===== src/rtl/mlq_pkg.sv =====
// Shared types, constants and the microcode table of the three-level queue scheduler.
`timescale 1ns / 1ps

package mlq_pkg;

   // Default process capacity and field widths.
   localparam int MLQ_MAX_PROCS  = 64;
   localparam int BURST_W        = 16;
   localparam int QUANTUM_W      = 16;
   localparam int CLOCK_W        = 23;
   localparam int INDEX_W        = 6;
   localparam int TIME_W         = 22;
   localparam int TOTAL_W        = 28;
   localparam int CSR_ADDR_W     = 3;
   localparam int CSR_DATA_W     = 32;

   // Quantum reset values.
   localparam logic [QUANTUM_W-1:0] FIRST_QUANTUM_RESET  = 16'd8;
   localparam logic [QUANTUM_W-1:0] SECOND_QUANTUM_RESET = 16'd16;

   // Configuration register indexes (address bit 2).
   localparam logic REG_FIRST_QUANTUM  = 1'b0;
   localparam logic REG_SECOND_QUANTUM = 1'b1;

   // Input word.
   typedef struct packed {
      logic [BURST_W-1:0] burst_time;
      logic               last_process;
   } mlq_req_type;

   // Result word.
   typedef struct packed {
      logic [INDEX_W-1:0] process_index;
      logic [TIME_W-1:0]  completion_time;
      logic [TIME_W-1:0]  waiting_time;
      logic [TOTAL_W-1:0] turnaround_total;
      logic [TOTAL_W-1:0] waiting_total;
      logic               final_result;
   } mlq_rsp_type;

   // Microprogram steps.
   typedef enum logic [3:0] {
      S_LOAD,
      S_P1_RD,
      S_P1_EX,
      S_P2_RD,
      S_P2_EX,
      S_P3_RD,
      S_P3_EX,
      S_EM_RD,
      S_EM_EX
   } step_type;

   // Sequencing modes of a control word.
   typedef enum logic [1:0] {
      J_NEXT,
      J_LOAD,
      J_LOOP
   } jump_type;

   // Slice granted by an execute step.
   typedef enum logic [1:0] {
      SLICE_Q1,
      SLICE_Q2,
      SLICE_FULL
   } slice_type;

   // One control word of the microprogram.
   typedef struct packed {
      logic      load_en;
      logic      rd_en;
      logic      ex_en;
      logic      emit_en;
      slice_type slice_sel;
      logic      skip_zero;
      jump_type  jump;
      step_type  loop_target;
      step_type  exit_target;
   } mlq_uop_type;

   // Decoded controls from the sequencer to the datapath.
   typedef struct packed {
      logic      load_we;
      logic      rd_en;
      logic      ex_en;
      logic      emit_fire;
      logic      emit_last;
      logic      clear_set;
      slice_type slice_sel;
      logic      skip_zero;
   } mlq_ctrl_type;

   // Microcode table: load, three scheduling passes, then the emit pass.
   function automatic mlq_uop_type ucode_rom(input step_type step);
      mlq_uop_type uop;
      uop = '0;
      uop.slice_sel   = SLICE_Q1;
      uop.jump        = J_NEXT;
      uop.loop_target = S_LOAD;
      uop.exit_target = S_LOAD;
      unique case (step)
         S_LOAD: begin
            uop.load_en     = 1'b1;
            uop.jump        = J_LOAD;
            uop.exit_target = S_P1_RD;
         end
         S_P1_RD: begin
            uop.rd_en       = 1'b1;
            uop.exit_target = S_P1_EX;
         end
         S_P1_EX: begin
            uop.ex_en       = 1'b1;
            uop.slice_sel   = SLICE_Q1;
            uop.jump        = J_LOOP;
            uop.loop_target = S_P1_RD;
            uop.exit_target = S_P2_RD;
         end
         S_P2_RD: begin
            uop.rd_en       = 1'b1;
            uop.exit_target = S_P2_EX;
         end
         S_P2_EX: begin
            uop.ex_en       = 1'b1;
            uop.slice_sel   = SLICE_Q2;
            uop.skip_zero   = 1'b1;
            uop.jump        = J_LOOP;
            uop.loop_target = S_P2_RD;
            uop.exit_target = S_P3_RD;
         end
         S_P3_RD: begin
            uop.rd_en       = 1'b1;
            uop.exit_target = S_P3_EX;
         end
         S_P3_EX: begin
            uop.ex_en       = 1'b1;
            uop.slice_sel   = SLICE_FULL;
            uop.skip_zero   = 1'b1;
            uop.jump        = J_LOOP;
            uop.loop_target = S_P3_RD;
            uop.exit_target = S_EM_RD;
         end
         S_EM_RD: begin
            uop.rd_en       = 1'b1;
            uop.exit_target = S_EM_EX;
         end
         S_EM_EX: begin
            uop.emit_en     = 1'b1;
            uop.jump        = J_LOOP;
            uop.loop_target = S_EM_RD;
            uop.exit_target = S_LOAD;
         end
         default: begin
            uop.exit_target = S_LOAD;
         end
      endcase
      return uop;
   endfunction

endpackage


===== src/rtl/mlq_sequencer.sv =====
// Microcode sequencer: step counter, process index and count, control decode.
`timescale 1ns / 1ps

module mlq_sequencer
   import mlq_pkg::*;
#(
   parameter int MAX_PROCS = MLQ_MAX_PROCS,
   localparam int IDX_W = (MAX_PROCS > 1) ? $clog2(MAX_PROCS) : 1
) (
   input  logic                   clock,
   input  logic                   reset,
   input  logic                   req_valid,
   input  logic                   req_last,
   output logic                   req_ready,
   input  logic                   slot_free,
   output mlq_ctrl_type           ctrl,
   output logic [IDX_W-1:0]       addr
);

   localparam int CNT_W = $clog2(MAX_PROCS + 1);

   step_type         step_ff, step_in;
   logic [IDX_W-1:0] idx_ff, idx_in;
   logic [CNT_W-1:0] count_ff, count_in;
   mlq_uop_type      cw;
   logic             accept;
   logic             full;
   logic             stall;
   logic             at_end;

   // Step, index and count registers.
   always_ff @(posedge clock) begin
      if (reset) begin
         step_ff  <= S_LOAD;
         idx_ff   <= '0;
         count_ff <= '0;
      end else begin
         step_ff  <= step_in;
         idx_ff   <= idx_in;
         count_ff <= count_in;
      end
   end

   // Control word decode and next step.
   always_comb begin
      cw        = ucode_rom(step_ff);
      step_in   = step_ff;
      idx_in    = idx_ff;
      count_in  = count_ff;
      req_ready = cw.load_en;
      accept    = req_valid && cw.load_en;
      full      = (count_ff == CNT_W'(MAX_PROCS));
      stall     = cw.emit_en && !slot_free;
      at_end    = ((CNT_W'(idx_ff) + CNT_W'(1)) == count_ff);

      ctrl.load_we   = accept && !full;
      ctrl.rd_en     = cw.rd_en;
      ctrl.ex_en     = cw.ex_en;
      ctrl.emit_fire = cw.emit_en && slot_free;
      ctrl.emit_last = at_end;
      ctrl.clear_set = cw.emit_en && slot_free && at_end;
      ctrl.slice_sel = cw.slice_sel;
      ctrl.skip_zero = cw.skip_zero;

      // Loads go to the next free entry, passes walk the index.
      addr = cw.load_en ? count_ff[IDX_W-1:0] : idx_ff;

      if (accept && !full) begin
         count_in = count_ff + CNT_W'(1);
      end

      unique case (cw.jump)
         J_LOAD: begin
            if (accept && req_last) begin
               step_in = cw.exit_target;
            end
         end
         J_NEXT: begin
            step_in = cw.exit_target;
         end
         J_LOOP: begin
            if (!stall) begin
               if (at_end) begin
                  step_in = cw.exit_target;
                  idx_in  = '0;
               end else begin
                  step_in = cw.loop_target;
                  idx_in  = idx_ff + IDX_W'(1);
               end
            end
         end
         default: begin
            step_in = S_LOAD;
         end
      endcase

      // The set is done once its last result is handed off.
      if (ctrl.clear_set) begin
         count_in = '0;
      end
   end

`ifndef ASSERT_OFF
   a_last_starts_pass: assert property (@(posedge clock) disable iff (reset)
      (req_valid && req_ready && req_last) |=> (step_ff == S_P1_RD && idx_ff == '0))
      else $error("last word did not start the first pass at index zero");
   a_clear_count: assert property (@(posedge clock) disable iff (reset)
      ctrl.clear_set |=> (count_ff == '0 && step_ff == S_LOAD))
      else $error("set not cleared after the last result");
   a_count_bound: assert property (@(posedge clock) disable iff (reset)
      (req_valid && req_ready && full) |=> $stable(count_ff) || count_ff == '0)
      else $error("process count grew past capacity");
`endif

endmodule


===== src/rtl/mlq_datapath.sv =====
// Datapath: burst and finish memories, shared clock, totals and result register.
`timescale 1ns / 1ps

module mlq_datapath
   import mlq_pkg::*;
#(
   parameter int MAX_PROCS = MLQ_MAX_PROCS,
   localparam int IDX_W = (MAX_PROCS > 1) ? $clog2(MAX_PROCS) : 1
) (
   input  logic                   clock,
   input  logic                   reset,
   input  mlq_ctrl_type           ctrl,
   input  logic [IDX_W-1:0]       addr,
   input  logic [BURST_W-1:0]     burst,
   input  logic [QUANTUM_W-1:0]   first_quantum,
   input  logic [QUANTUM_W-1:0]   second_quantum,
   output logic                   slot_free,
   output logic                   rsp_valid,
   input  logic                   rsp_ready,
   output mlq_rsp_type            rsp_data
);

   logic [BURST_W-1:0] rem_mem  [MAX_PROCS];
   logic [BURST_W-1:0] orig_mem [MAX_PROCS];
   logic [CLOCK_W-1:0] fin_mem  [MAX_PROCS];

   logic [BURST_W-1:0] rem_rd_ff;
   logic [BURST_W-1:0] orig_rd_ff;
   logic [CLOCK_W-1:0] fin_rd_ff;

   logic [CLOCK_W-1:0] clock_ff, clock_in;
   logic [TOTAL_W-1:0] tat_sum_ff, tat_sum_in;
   logic [TOTAL_W-1:0] wait_sum_ff, wait_sum_in;
   logic               rsp_valid_ff, rsp_valid_in;
   mlq_rsp_type        rsp_ff, rsp_in;

   logic [QUANTUM_W-1:0] slice;
   logic                 fits;
   logic                 run;
   logic [CLOCK_W-1:0]   clock_fit;
   logic [CLOCK_W-1:0]   clock_slice;
   logic [BURST_W-1:0]   rem_next;
   logic [TIME_W-1:0]    done;
   logic [TIME_W-1:0]    wait_v;

   // Slice execution on the word read in the previous step.
   always_comb begin
      slice       = (ctrl.slice_sel == SLICE_Q2) ? second_quantum : first_quantum;
      fits        = (ctrl.slice_sel == SLICE_FULL) || (rem_rd_ff <= slice);
      run         = ctrl.ex_en && !(ctrl.skip_zero && rem_rd_ff == '0);
      clock_fit   = clock_ff + CLOCK_W'(rem_rd_ff);
      clock_slice = clock_ff + CLOCK_W'(slice);
      rem_next    = fits ? '0 : (rem_rd_ff - slice);
      clock_in    = clock_ff;
      if (run) begin
         clock_in = fits ? clock_fit : clock_slice;
      end
      if (ctrl.clear_set) begin
         clock_in = '0;
      end
   end

   // Burst and finish memories: bursts written on load and after each slice, finish times when a process completes.
   always_ff @(posedge clock) begin
      if (ctrl.load_we) begin
         rem_mem[addr]  <= burst;
         orig_mem[addr] <= burst;
      end else if (run) begin
         rem_mem[addr] <= rem_next;
      end
      if (run && fits) begin
         fin_mem[addr] <= clock_fit;
      end
      if (ctrl.rd_en) begin
         rem_rd_ff  <= rem_mem[addr];
         orig_rd_ff <= orig_mem[addr];
         fin_rd_ff  <= fin_mem[addr];
      end
   end

   // Result assembly and running totals.
   always_comb begin
      done         = fin_rd_ff[TIME_W-1:0];
      wait_v       = done - TIME_W'(orig_rd_ff);
      tat_sum_in   = tat_sum_ff;
      wait_sum_in  = wait_sum_ff;
      rsp_in       = rsp_ff;
      slot_free    = !rsp_valid_ff || rsp_ready;
      rsp_valid_in = rsp_valid_ff && !rsp_ready;
      if (ctrl.emit_fire) begin
         tat_sum_in              = tat_sum_ff + TOTAL_W'(done);
         wait_sum_in             = wait_sum_ff + TOTAL_W'(wait_v);
         rsp_in.process_index    = INDEX_W'(addr);
         rsp_in.completion_time  = done;
         rsp_in.waiting_time     = wait_v;
         rsp_in.turnaround_total = tat_sum_in;
         rsp_in.waiting_total    = wait_sum_in;
         rsp_in.final_result     = ctrl.emit_last;
         rsp_valid_in            = 1'b1;
      end
      if (ctrl.clear_set) begin
         tat_sum_in  = '0;
         wait_sum_in = '0;
      end
   end

   // Clock, totals and the result register.
   always_ff @(posedge clock) begin
      if (reset) begin
         clock_ff     <= '0;
         tat_sum_ff   <= '0;
         wait_sum_ff  <= '0;
         rsp_valid_ff <= 1'b0;
      end else begin
         clock_ff     <= clock_in;
         tat_sum_ff   <= tat_sum_in;
         wait_sum_ff  <= wait_sum_in;
         rsp_valid_ff <= rsp_valid_in;
      end
      rsp_ff <= rsp_in;
   end

   assign rsp_valid = rsp_valid_ff;
   assign rsp_data  = rsp_ff;

`ifndef ASSERT_OFF
   a_emit_only_free: assert property (@(posedge clock) disable iff (reset)
      ctrl.emit_fire |-> (!rsp_valid_ff || rsp_ready))
      else $error("result loaded over a word not yet taken");
   a_emit_sets_valid: assert property (@(posedge clock) disable iff (reset)
      ctrl.emit_fire |=> rsp_valid_ff)
      else $error("emitted result not presented");
   a_clear_state: assert property (@(posedge clock) disable iff (reset)
      ctrl.clear_set |=> (clock_ff == '0 && tat_sum_ff == '0 && wait_sum_ff == '0))
      else $error("clock or totals not cleared after the set");
`endif

endmodule


===== src/rtl/multilevel_queue_completion_times_core.sv =====
// Top level: configuration registers, microcode sequencer and scheduling datapath.
// Loading: one input word per cycle while the core is in its load step; the word marked last starts scheduling.
// Scheduling: a read step, then an update step, per stored process in each of three levels,
// as the burst memories are single-port; the emit pass follows the third level.
// Emit: a read step, then an emit step per result; the emit step waits while the output is stalled.
// Reset (synchronous) clears control, count, clock, totals and valid; quanta go to 8 and 16.
`timescale 1ns / 1ps

module multilevel_queue_completion_times_core
   import mlq_pkg::*;
#(
   parameter int MAX_PROCS = MLQ_MAX_PROCS
) (
   input  logic                  clock,
   input  logic                  reset,
   input  logic                  req_valid,
   output logic                  req_ready,
   input  mlq_req_type           req_data,
   output logic                  rsp_valid,
   input  logic                  rsp_ready,
   output mlq_rsp_type           rsp_data,
   input  logic                  psel,
   input  logic                  penable,
   input  logic                  pwrite,
   input  logic [CSR_ADDR_W-1:0] paddr,
   input  logic [CSR_DATA_W-1:0] pwdata,
   output logic [CSR_DATA_W-1:0] prdata,
   output logic                  pready
);

   localparam int IDX_W = (MAX_PROCS > 1) ? $clog2(MAX_PROCS) : 1;

   logic [QUANTUM_W-1:0] q1_ff, q1_in;
   logic [QUANTUM_W-1:0] q2_ff, q2_in;
   logic                 csr_write;
   mlq_ctrl_type         ctrl;
   logic [IDX_W-1:0]     addr;
   logic                 slot_free;

   // Configuration writes complete in the access cycle.
   always_comb begin
      pready    = 1'b1;
      csr_write = psel && penable && pwrite && pready;
      q1_in     = q1_ff;
      q2_in     = q2_ff;
      if (csr_write) begin
         unique case (paddr[2])
            REG_FIRST_QUANTUM:  q1_in = pwdata[QUANTUM_W-1:0];
            REG_SECOND_QUANTUM: q2_in = pwdata[QUANTUM_W-1:0];
            default:            q1_in = q1_ff;
         endcase
      end
      prdata = (paddr[2] == REG_SECOND_QUANTUM) ? CSR_DATA_W'(q2_ff) : CSR_DATA_W'(q1_ff);
   end

   // Quantum registers.
   always_ff @(posedge clock) begin
      if (reset) begin
         q1_ff <= FIRST_QUANTUM_RESET;
         q2_ff <= SECOND_QUANTUM_RESET;
      end else begin
         q1_ff <= q1_in;
         q2_ff <= q2_in;
      end
   end

   // Sequencer.
   mlq_sequencer #(
      .MAX_PROCS (MAX_PROCS)
   ) u_sequencer (
      .clock     (clock),
      .reset     (reset),
      .req_valid (req_valid),
      .req_last  (req_data.last_process),
      .req_ready (req_ready),
      .slot_free (slot_free),
      .ctrl      (ctrl),
      .addr      (addr)
   );

   // Datapath.
   mlq_datapath #(
      .MAX_PROCS (MAX_PROCS)
   ) u_datapath (
      .clock          (clock),
      .reset          (reset),
      .ctrl           (ctrl),
      .addr           (addr),
      .burst          (req_data.burst_time),
      .first_quantum  (q1_ff),
      .second_quantum (q2_ff),
      .slot_free      (slot_free),
      .rsp_valid      (rsp_valid),
      .rsp_ready      (rsp_ready),
      .rsp_data       (rsp_data)
   );

endmodule

===== config.mk =====
export PLATFORM = sky130hd
export DESIGN_NAME = multilevel_queue_completion_times_core
export DESIGN_NICKNAME = d
export VERILOG_FILES = /design/src/rtl/mlq_pkg.sv /design/src/rtl/mlq_sequencer.sv /design/src/rtl/mlq_datapath.sv /design/src/rtl/multilevel_queue_completion_times_core.sv
export SDC_FILE = /design/constraint.sdc
export NUM_CORES = 2
export LEC_CHECK = 0
export BUFFER_PORTS_ARGS = -buffer_cell sky130_fd_sc_hd__buf_4
export CAP_MARGIN = 0
export CORE_UTILIZATION = 50
export CTS_CLUSTER_DIAMETER = 120
export DETAILED_ROUTE_END_ITERATION = 6
export PLACE_DENSITY = 0.68
export SYNTH_ARGS = -nofsm -noshare
export SYNTH_HDL_FRONTEND = slang
export SYNTH_SLANG_ARGS = --single-unit

===== constraint.sdc =====
create_clock -name clock -period 12.83 [get_ports clock]
set_input_delay 2.566 -clock clock [delete_from_list [all_inputs] [get_ports clock]]
set_output_delay 2.566 -clock clock [all_outputs]
set_load 0.1 [all_outputs]

==> metrics.csv <==
stage;metric;value;unit
run_status;status;complete, but fails checks;
run_status;violations;design-rule violations;
layout;area_delta_synth_final;13.4;%
floorplanning;rows;195;
layout;multiInputGateArea;29600;sq um
power_and_ir_drop;pwr-share-clk;0.388;
floorplanning;dieHeight;536;microns
power_and_ir_drop;p_int;20.5;mW
yosys;syn_inst;8925;
grt;grtUsageTotal;0.288;
cts;cts_buffers;369;
grt;grt_pass1_wl;594;mm
sta;tns;0;ns
power_and_ir_drop;power_switching;6.78;mW
yosys;syn-cell-area;142000;sq um
floorplanning;fp.dieArea;287000;sq um
power_and_ir_drop;seqPwrFrac;0.511;
cts;cts_resized;0;
sta;hold_viol_final;0;
floorplanning;start_util;0.504;
cts;clk_pin_slew;0.06;ns
critical_path;cp.required;13.47;ns
cts;cts_tree;yes;
cts;hold_buffers;0;
placed_design;pre_cts_slack;6.58;ns
layout;regArea;111000;sq um
layout;nFillCells;21000;
grt;overflow;0;
sta;rsz0062_at_grt;no;
grt;grt_pass1_vias;82600;
sta;slew_viol_final;0;
floorplanning;pin_count;201;
sta;period_needed;6.40;ns
yosys;yosysWarnings;0;
detailed_routing;drtIter0Drc;14300;
power_and_ir_drop;p_leak;52.2;nW
yosys;synth_area_per_cell;16.0;sq um
worst_hold_path;hold_class;reg -> reg;
cts;post_cts_buffers;0;
sta;final.setup.worst_slack;6.43;ns
detailed_routing;wirelength;424;mm
placed_design;port_buffers;165;
worst_hold_path;hold_depth;2;
detailed_routing;via_per_inst;6.59;
grt;grt_max_degree;112;
detailed_routing;drc;1;
cts;htree_levels;5;
cts;cts-root-buf;clkbuf_16;
cts;numClockSinks;3745;
grt;antenna_found_initial;33;
layout;nNetsFinal;9448;
power_and_ir_drop;p_sw_frac;0.249;
sta;whs;0.459;ns
critical_path;arrival;7.05;ns
yosys;yosysUniqueCellTypes;76;
sta;setup_viol;0;
sta;min_period_over_period;0.499;
yosys;synth_edf_count;3617;
detailed_routing;wl_per_cell;31.8;microns
power_and_ir_drop;power;27.3;mW
cts;insertion_delay;0.96;ns
power_and_ir_drop;power_frac_comb;0.102;
detailed_routing;drt_pass1_iterations;7;
sta;fin_skew;0.0507;ns
floorplanning;core-area;283000;sq um
yosys;async_reset_ff_frac;0;
floorplanning;die_w;536;microns
detailed_routing;ant_nets;0;
critical_path;crit_path_start_kind;flop;
sta;worstMarginPinSlew;1.43;ns
placed_design;hpwl;241;mm
detailed_routing;vias;87800;
placed_design;place_congestion;0.895;
critical_path;worst-r2r-cell-count;14;
yosys;synth-main-ff-cell;edfxtp_1;
layout;drive_gt1_frac;0.128;
sta;fmax;156;MHz
cts;cts_buffer_depth;4;
critical_path;end_kind;flop;
sta;slew_headroom;0.0471;
power_and_ir_drop;power_density;169;nW/um^2
yosys;ys_seq_elements;3745;
placed_design;post_dp_cell_area;150000;sq um
yosys;yosysSeqAreaShare;0.780;
critical_path;critPathKind;reg -> reg;
critical_path;critPathMaxFanout;94;
power_and_ir_drop;ir_drop;0.133;mV
layout;stdcell_area;162000;sq um
run;drv_cap;0;
[worst paths after layout]
kind / start / to / slack (ns)
max reg2reg: u_sequencer.step_ff[3] / u_datapath.fin_rd_ff[12] / 6.43
min: u_datapath.wait_sum_ff[0] / u_datapath.wait_sum_ff[0] / 0.46
min reg2reg: u_datapath.wait_sum_ff[0] / u_datapath.wait_sum_ff[0] / 0.46
max: u_sequencer.step_ff[3] / u_datapath.fin_rd_ff[12] / 6.43
[worst max-delay path, stage by stage, from the launching register on]
cell and delay [ns]:
dfxtp_1 0.50, nor4_4 0.34, buf_4 0.42, mux2i_4 0.42, buf_4 0.50, buf_4 0.57
nor2_4 0.10, buf_12 0.33, buf_4 0.37, buf_4 0.37, a22oi_1 0.26, nand2_1 0.09
o21ai_0 0.68, nand4_1 0.39, or4_1 0.63
[kinds of logic (layout without fill, tap and decap cells)]
family / after synthesis / in the layout / share of synthesized area
xor+xnor: 117 / 117 / 0.00719
other cells: 2 / 34 / 0.0000527
fa+ha+maj: 118 / 118 / 0.0107
simple gates: 1671 / 1671 / 0.0506
compound gates: 2578 / 2578 / 0.127
mux: 75 / 75 / 0.00557
buf+inv: 619 / 1253 / 0.0187
flops: 3745 / 3745 / 0.780
[cells in the final DEF (no fill, tap or decap), types with 90 or more instances in the layout]
master	instances
nor2_1	239
buf_4	477
a221oi_1	162
edfxtp_1	3617
a31oi_1	154
ha_1	111
nand4_1	90
dfxtp_1	128
a21oi_1	322
o21ai_0	260
nand2_1	964
a22oi_1	1336
clkbuf_16	372
[sequential cells by signal, summed over array words and instances, names as in the netlist]
name and count:
u_sequencer.count_ff 7, u_datapath.rsp_valid 1, u_datapath.tat_sum_ff 28, u_datapath.rem_rd_ff 16, u_datapath.orig_mem 1024, u_sequencer.step_ff 4
u_datapath.orig_rd_ff 16, u_datapath.clock_ff 22, u_datapath.rem_mem 1024, q1_ff 16, u_datapath.fin_mem 1408, u_sequencer.idx_ff 6
u_datapath.wait_sum_ff 28, u_datapath.fin_rd_ff 22, u_datapath.rsp_data 107, q2_ff 16
[power by group through the flow]
stage	Clock [mW]	Combinational [mW]	Sequential, mW
finish	10.6	2.77	13.9
floorplan	0	1.45	14.2
global route	11.1	2.88	13.9
CTS	10.6	2.70	13.9
global placement	0	2.62	14.2
detailed placement	0	2.68	14.2
[area by class of cell]
type	instances	share of cell area
diodes	17	0.000263
clock inverters	216	0.0129
clock buffers	458	0.0600
repair buffers	497	0.0246
inverters	82	0.00197
flip-flops and latches	3745	0.688
multi-input cells	4576	0.183
well taps	3743	0.0290
[per-layer routing]
metal | track usage | routed length (microns) | up-vias
met4 | 0.121 | 19500 | 16
met2 | 0.437 | 190000 | 6343
li1 | - | - | 36400
met3 | 0.0711 | 56900 | 871
met5 | 0 | 105 | -
met1 | 0.400 | 157000 | 44200
[stage by stage]
| stage | utilization | std cells |
|---|---|---|
| after floorplan | - | 8940 |
| after global routing | 0.571 | 13300 |
| after CTS | 0.571 | 13300 |
| after global placement | 0.530 | 12600 |
| after detailed placement | 0.530 | 12600 |
| final | 0.572 | 13300 |
[synthesized netlist by cell type, types with 89 or more instances]
master       n  share of area
ha_1       112         0.0098
a221oi_1   162          0.010
nand2_1    970          0.026
clkbuf_1   216         0.0057
nand4_1     90         0.0040
buf_2      213         0.0075
buf_1       89         0.0023
o21ai_0    267         0.0094
dfxtp_1    128          0.018
nor2_1     330         0.0087
a31oi_1    155         0.0068
a21oi_1    326          0.011
edfxtp_1  3617           0.76
a22oi_1   1336          0.070
Power figures use the tool's default switching activity.
